`config.mk`:
```
export PLATFORM = sky130hd
export DESIGN_NAME = sacts_ctrl
export DESIGN_NICKNAME = d
export VERILOG_FILES = /design/src/hdl/sacts_pkg.sv /design/src/hdl/sacts_ctrl.sv
export SDC_FILE = /design/constraint.sdc
export NUM_CORES = 1
export LEC_CHECK = 0
export BUFFER_PORTS_ARGS = -buffer_cell sky130_fd_sc_hd__buf_4
export CORE_AREA = 4 4 41 43
export CTS_BUF_LIST = sky130_fd_sc_hd__clkbuf_8
export DETAILED_ROUTE_END_ITERATION = 7
export DIE_AREA = 0 0 45 47
export GPL_TIMING_DRIVEN = 0
export HOLD_SLACK_MARGIN = 0.1
export SYNTH_ARGS = -nofsm -noshare
export SYNTH_HDL_FRONTEND = slang
export SYNTH_SLANG_ARGS = --single-unit
export TNS_END_PERCENT = 1
```
`constraint.sdc`:
```
create_clock -name clock -period 2.6 [get_ports clock]
set_input_delay 0.26 -clock clock [delete_from_list [all_inputs] [get_ports clock]]
set_output_delay 0.26 -clock clock [all_outputs]
set_load 0.03 [all_outputs]
```
`src/hdl/sacts_pkg.sv`:
```
// Shared types, constants and codes for the set-associative cache tag store.
package sacts_pkg;

   localparam int SETS       = 64;
   localparam int SET_BITS   = $clog2(SETS);
   localparam int WAYS       = 8;
   localparam int WAY_BITS   = $clog2(WAYS);
   localparam int ADDR_BITS  = 31;
   localparam int STAMP_BITS = 32;
   localparam int LFSR_BITS  = 16;
   localparam logic [LFSR_BITS-1:0] LFSR_POLY = 16'hB400;
   localparam logic [LFSR_BITS-1:0] LFSR_SEED = 16'h0001;

   localparam int CSR_W   = 4;
   localparam int CSR_IDX = 2;
   localparam logic [CSR_IDX-1:0] CSR_POLICY = 2'd0;
   localparam logic [CSR_IDX-1:0] CSR_OFFSET = 2'd1;
   localparam logic [CSR_IDX-1:0] CSR_INDEX  = 2'd2;
   localparam logic [CSR_IDX-1:0] CSR_WAYS   = 2'd3;

   localparam logic [1:0] POL_RANDOM  = 2'd0;
   localparam logic [1:0] POL_LRU     = 2'd1;
   localparam logic [1:0] POL_NOT_MRU = 2'd2;

   typedef struct packed {
      logic                 op;
      logic [ADDR_BITS-1:0] address;
   } req_type;

   typedef struct packed {
      logic          hit;
      logic [2:0]    way;
      logic          dirty_eviction;
   } rsp_type;

   typedef struct packed {
      logic [ADDR_BITS-1:0]  tag;
      logic                  valid;
      logic                  dirty;
      logic [STAMP_BITS-1:0] stamp;
   } entry_type;

   typedef entry_type [WAYS-1:0] row_type;

   typedef struct packed {
      logic load;
      logic eval;
      logic sel;
      logic step;
      logic commit;
   } cmd_type;

   typedef struct packed {
      logic need_mod;
      logic out_free;
   } sts_type;

endpackage

```
`src/hdl/sacts_ctrl.sv`:
```
// Controller state machine sequencing lookup, victim choice and write-back.
module sacts_ctrl (
   input  logic               clock,
   input  logic               reset,
   input  logic               req_valid,
   output logic               req_ready,
   input  sacts_pkg::sts_type sts,
   output sacts_pkg::cmd_type cmd
);

   localparam logic [2:0] ST_IDLE  = 3'd0;
   localparam logic [2:0] ST_EVAL  = 3'd1;
   localparam logic [2:0] ST_SEL   = 3'd2;
   localparam logic [2:0] ST_MOD   = 3'd3;
   localparam logic [2:0] ST_WRITE = 3'd4;
   localparam int CNT_W = $clog2(sacts_pkg::LFSR_BITS);

   logic [2:0]       state_ff, state_in;
   logic [CNT_W-1:0] cnt_ff, cnt_in;

   always_comb begin
      state_in  = state_ff;
      cnt_in    = cnt_ff;
      cmd       = '0;
      req_ready = 1'b0;
      unique case (state_ff)
         ST_IDLE: begin
            req_ready = 1'b1;
            if (req_valid) begin
               cmd.load = 1'b1;
               state_in = ST_EVAL;
            end
         end
         ST_EVAL: begin
            cmd.eval = 1'b1;
            state_in = ST_SEL;
         end
         ST_SEL: begin
            cmd.sel = 1'b1;
            cnt_in  = '0;
            state_in = sts.need_mod ? ST_MOD : ST_WRITE;
         end
         ST_MOD: begin
            cmd.step = 1'b1;
            cnt_in   = cnt_ff + 1'b1;
            if (cnt_ff == CNT_W'(sacts_pkg::LFSR_BITS - 1)) state_in = ST_WRITE;
         end
         ST_WRITE: begin
            if (sts.out_free) begin
               cmd.commit = 1'b1;
               state_in   = ST_IDLE;
            end
         end
         default: state_in = ST_IDLE;
      endcase
   end

   always_ff @(posedge clock) begin
      if (reset) begin
         state_ff <= ST_IDLE;
         cnt_ff   <= '0;
      end else begin
         state_ff <= state_in;
         cnt_ff   <= cnt_in;
      end
   end

endmodule

```
==> impl_metrics.tcl <==
set metrics [dict create \
    drt-wirelength-per-cell_um 12.38 \
    seq_power_share_pct 33.3 \
    hold_violations 0 \
    skew_ps 3.736 \
    cp-end-kind "output pin" \
    place_congestion 0.7361 \
    p_leak_uw 0.0002326 \
    grt_max_degree 11 \
    yosys_warnings 0 \
    postSynthCellCount 48 \
    htree_levels 1 \
    clock_sinks 7 \
    grt_remaining_overflow 0 \
    grt_util_met3_pct 3.448 \
    synth_cell_types 25 \
    crit_fanout 8 \
    startpoint_type "flop" \
    synthTopCellsByArea "dfxtp_1 (34%), a21oi_1 (8.6%), nand2_1 (4.6%)" \
    status "finished, final reports clean" \
    p_switching_uw 107.1 \
    min_period_ps 1678 \
    cts_made_buffers 3 \
    clk_pin_slew_ps 40 \
    top_usage_layer "met2" \
    ys_seq_area_share_pct 34.46 \
    num_rows 13 \
    ant_nets 0 \
    drive_gt1_share_pct 29.03 \
    internal-power_uw 254.0 \
    rsz0062_at_grt "false" \
    share_clk_of_total_power_pct 41.9 \
    n_antenna_cell 0 \
    mappedNetlistNets 54 \
    cts_tree "built" \
    switching_share_pct 29.66 \
    antenna_found_initial 0 \
    num_vias 372 \
    finalWirelength_um 953 \
    hp-class "input port to flop" \
    portBuffers 10 \
    syn_to_final_growth_pct 34.15 \
    synth_flop_cell "dfxtp_1" \
    first_global_vias 366 \
    met1_usage_pct 13.76 \
    clock-root-buffer "clkbuf_8" \
    max_cap_viol_count 0 \
    drc 0 \
    async_flop_share_pct 0 \
    dp_hpwl_um 676.5 \
    criticalPathCategory "flop to output pin" \
    setup_tns_ps 0 \
    ys_top_cells_by_count "a21oi_1 (7), dfxtp_1 (7), nand2_1 (5)" \
    use_met2_pct 14.97 \
    ir_worst_vdd_mv 0.2928 \
    clockBufferDepth 2 \
    insertion_delay_ps 230 \
    netlist.top_cell.by_area "dfxtp_1" \
    die_height_um 47 \
    power.density_nw_per_um2 662.1 \
    core_um2 1301 \
    dieWidth_um 45 \
    dieArea_um2 2115 \
    tightestPinTransition_ps 399.6 \
    initial_utilization_pct 31.25 \
    relSlewSlack_pct 73.30 \
    syn_area_um2 406.6 \
    grt_pass1_wl_um 1559 \
    power_frac_comb_pct 24.8 \
    setup_viol 0 \
    cp.arrival_ps 1420 \
    min_path_cells 2 \
    period_share_pct 64.52 \
    maxSlewViolCount 0 \
    hold_buffers 0 \
    grt_usage_pct 10.62 \
    syn_avg_cell_area_um2 8.472 \
    io_pins 11 \
    drt_iter0_drc 9 \
    max_freq_mhz 596.1 \
    power_uw 361.2 \
    synth-seq-cells 7 \
    via_per_inst 4.831 \
    netlist.area_leader.share_pct 34.46 \
    fin_hold_ws_ps 252.4 \
    post-cts-setup-buffers 0 \
    num-nets-final 69 \
    ctsResizeCount 0 \
    cp_data_required_time_ps 2340 \
    rr_worst_depth 4 \
    synth_edf_count 0 \
    first_pass_iters 4 \
]
## cells in the final DEF (no fill, tap or decap)
| cell type | synthesis | final |
|---|---|---|
| buf_4 | 0 | 10 |
| a21oi_1 | 7 | 7 |
| dfxtp_1 | 7 | 7 |
| nand2_1 | 5 | 5 |
| nor2b_1 | 3 | 3 |
| nand3_1 | 3 | 3 |
| clkbuf_8 | 0 | 3 |
| nor3_1 | 2 | 2 |
| inv_1 | 1 | 2 |
| and3_1 | 2 | 2 |
| nand3b_1 | 2 | 2 |
| buf_2 | 1 | 1 |
| buf_6 | 1 | 1 |
| and2_2 | 1 | 1 |
| nand2b_1 | 1 | 1 |
| nor2_1 | 1 | 1 |
| nor3b_1 | 1 | 1 |
| and2_1 | 1 | 1 |
| mux2_4 | 1 | 1 |
| o32ai_2 | 1 | 1 |
| nand4b_1 | 1 | 1 |
| a31oi_1 | 1 | 1 |
| nor4bb_1 | 1 | 1 |
| o21ai_0 | 1 | 1 |
| mux2i_1 | 1 | 1 |
| or3_1 | 1 | 1 |
| ha_1 | 1 | 1 |
## registers in the layout (all words and copies together) (netlist names)
register / flops
state_ff: 3
cnt_ff: 4
## through the flow
step           cells  setup WS, ps  utilization (%)  instance area, um^2
6_report          77         922.5            41.92                545.5
5_1_grt           77         846.1            41.92                545.5
4_1_cts           77         926.7            41.92                545.5
3_5_place_dp      73          1175            38.46                500.5
3_3_place_gp      73          1208            38.46                500.5
2_1_floorplan     48         745.8                -                406.6
## power groups by stage
| stage | registers, uW | clock network (uW) | logic, uW |
|---|---|---|---|
| after floorplan | 120 | 0 | 61.1 |
| after CTS | 120 | 153 | 90.2 |
| after detailed placement | 122 | 0 | 89.9 |
| after global placement | 121 | 0 | 89.9 |
| after global routing | 121 | 162 | 96.3 |
| final | 120 | 152 | 89.4 |
## layer usage
layer  vias up  part of all wire [%]
li1        201                     -
met1       162                    53
met2         7                    40
met3         2                   5.8
met4         0                   1.3
met5         -                     0
## critical path: stages (launching register included)
cell     delay [ps]
dfxtp_1         330
buf_6           140
nor2b_1         360
and2_2          210
buf_4           150
## final cells by class
type | count | area (um^2)
multi-input cells | 38 | 246.5
plain buffers | 2 | 16.27
repair buffers | 10 | 75.07
fillers | 142 | 755.7
flip-flops and latches | 7 | 140.1
well taps | 15 | 18.77
clock inverters | 1 | 3.754
inverters | 1 | 3.754
clock buffers | 3 | 41.29
## kinds of logic after synthesis
group	share of synthesized area, %
simple gates	36.00
fa+ha+maj	3.076
mux	6.153
flops	34.46
buf+inv	4.921
compound gates	15.38
## path summary, 6_finish.rpt
| check | to | start | slack (ps) |
|---|---|---|---|
| max | cmd[1] | state_ff[1] | 920 |
| min | state_ff[0] | reset | 250 |
| max reg2reg | state_ff[2] | state_ff[1] | 1300 |
| min reg2reg | cnt_ff[1] | cnt_ff[1] | 480 |
Note: power is estimated with default switching activity, not from simulation.
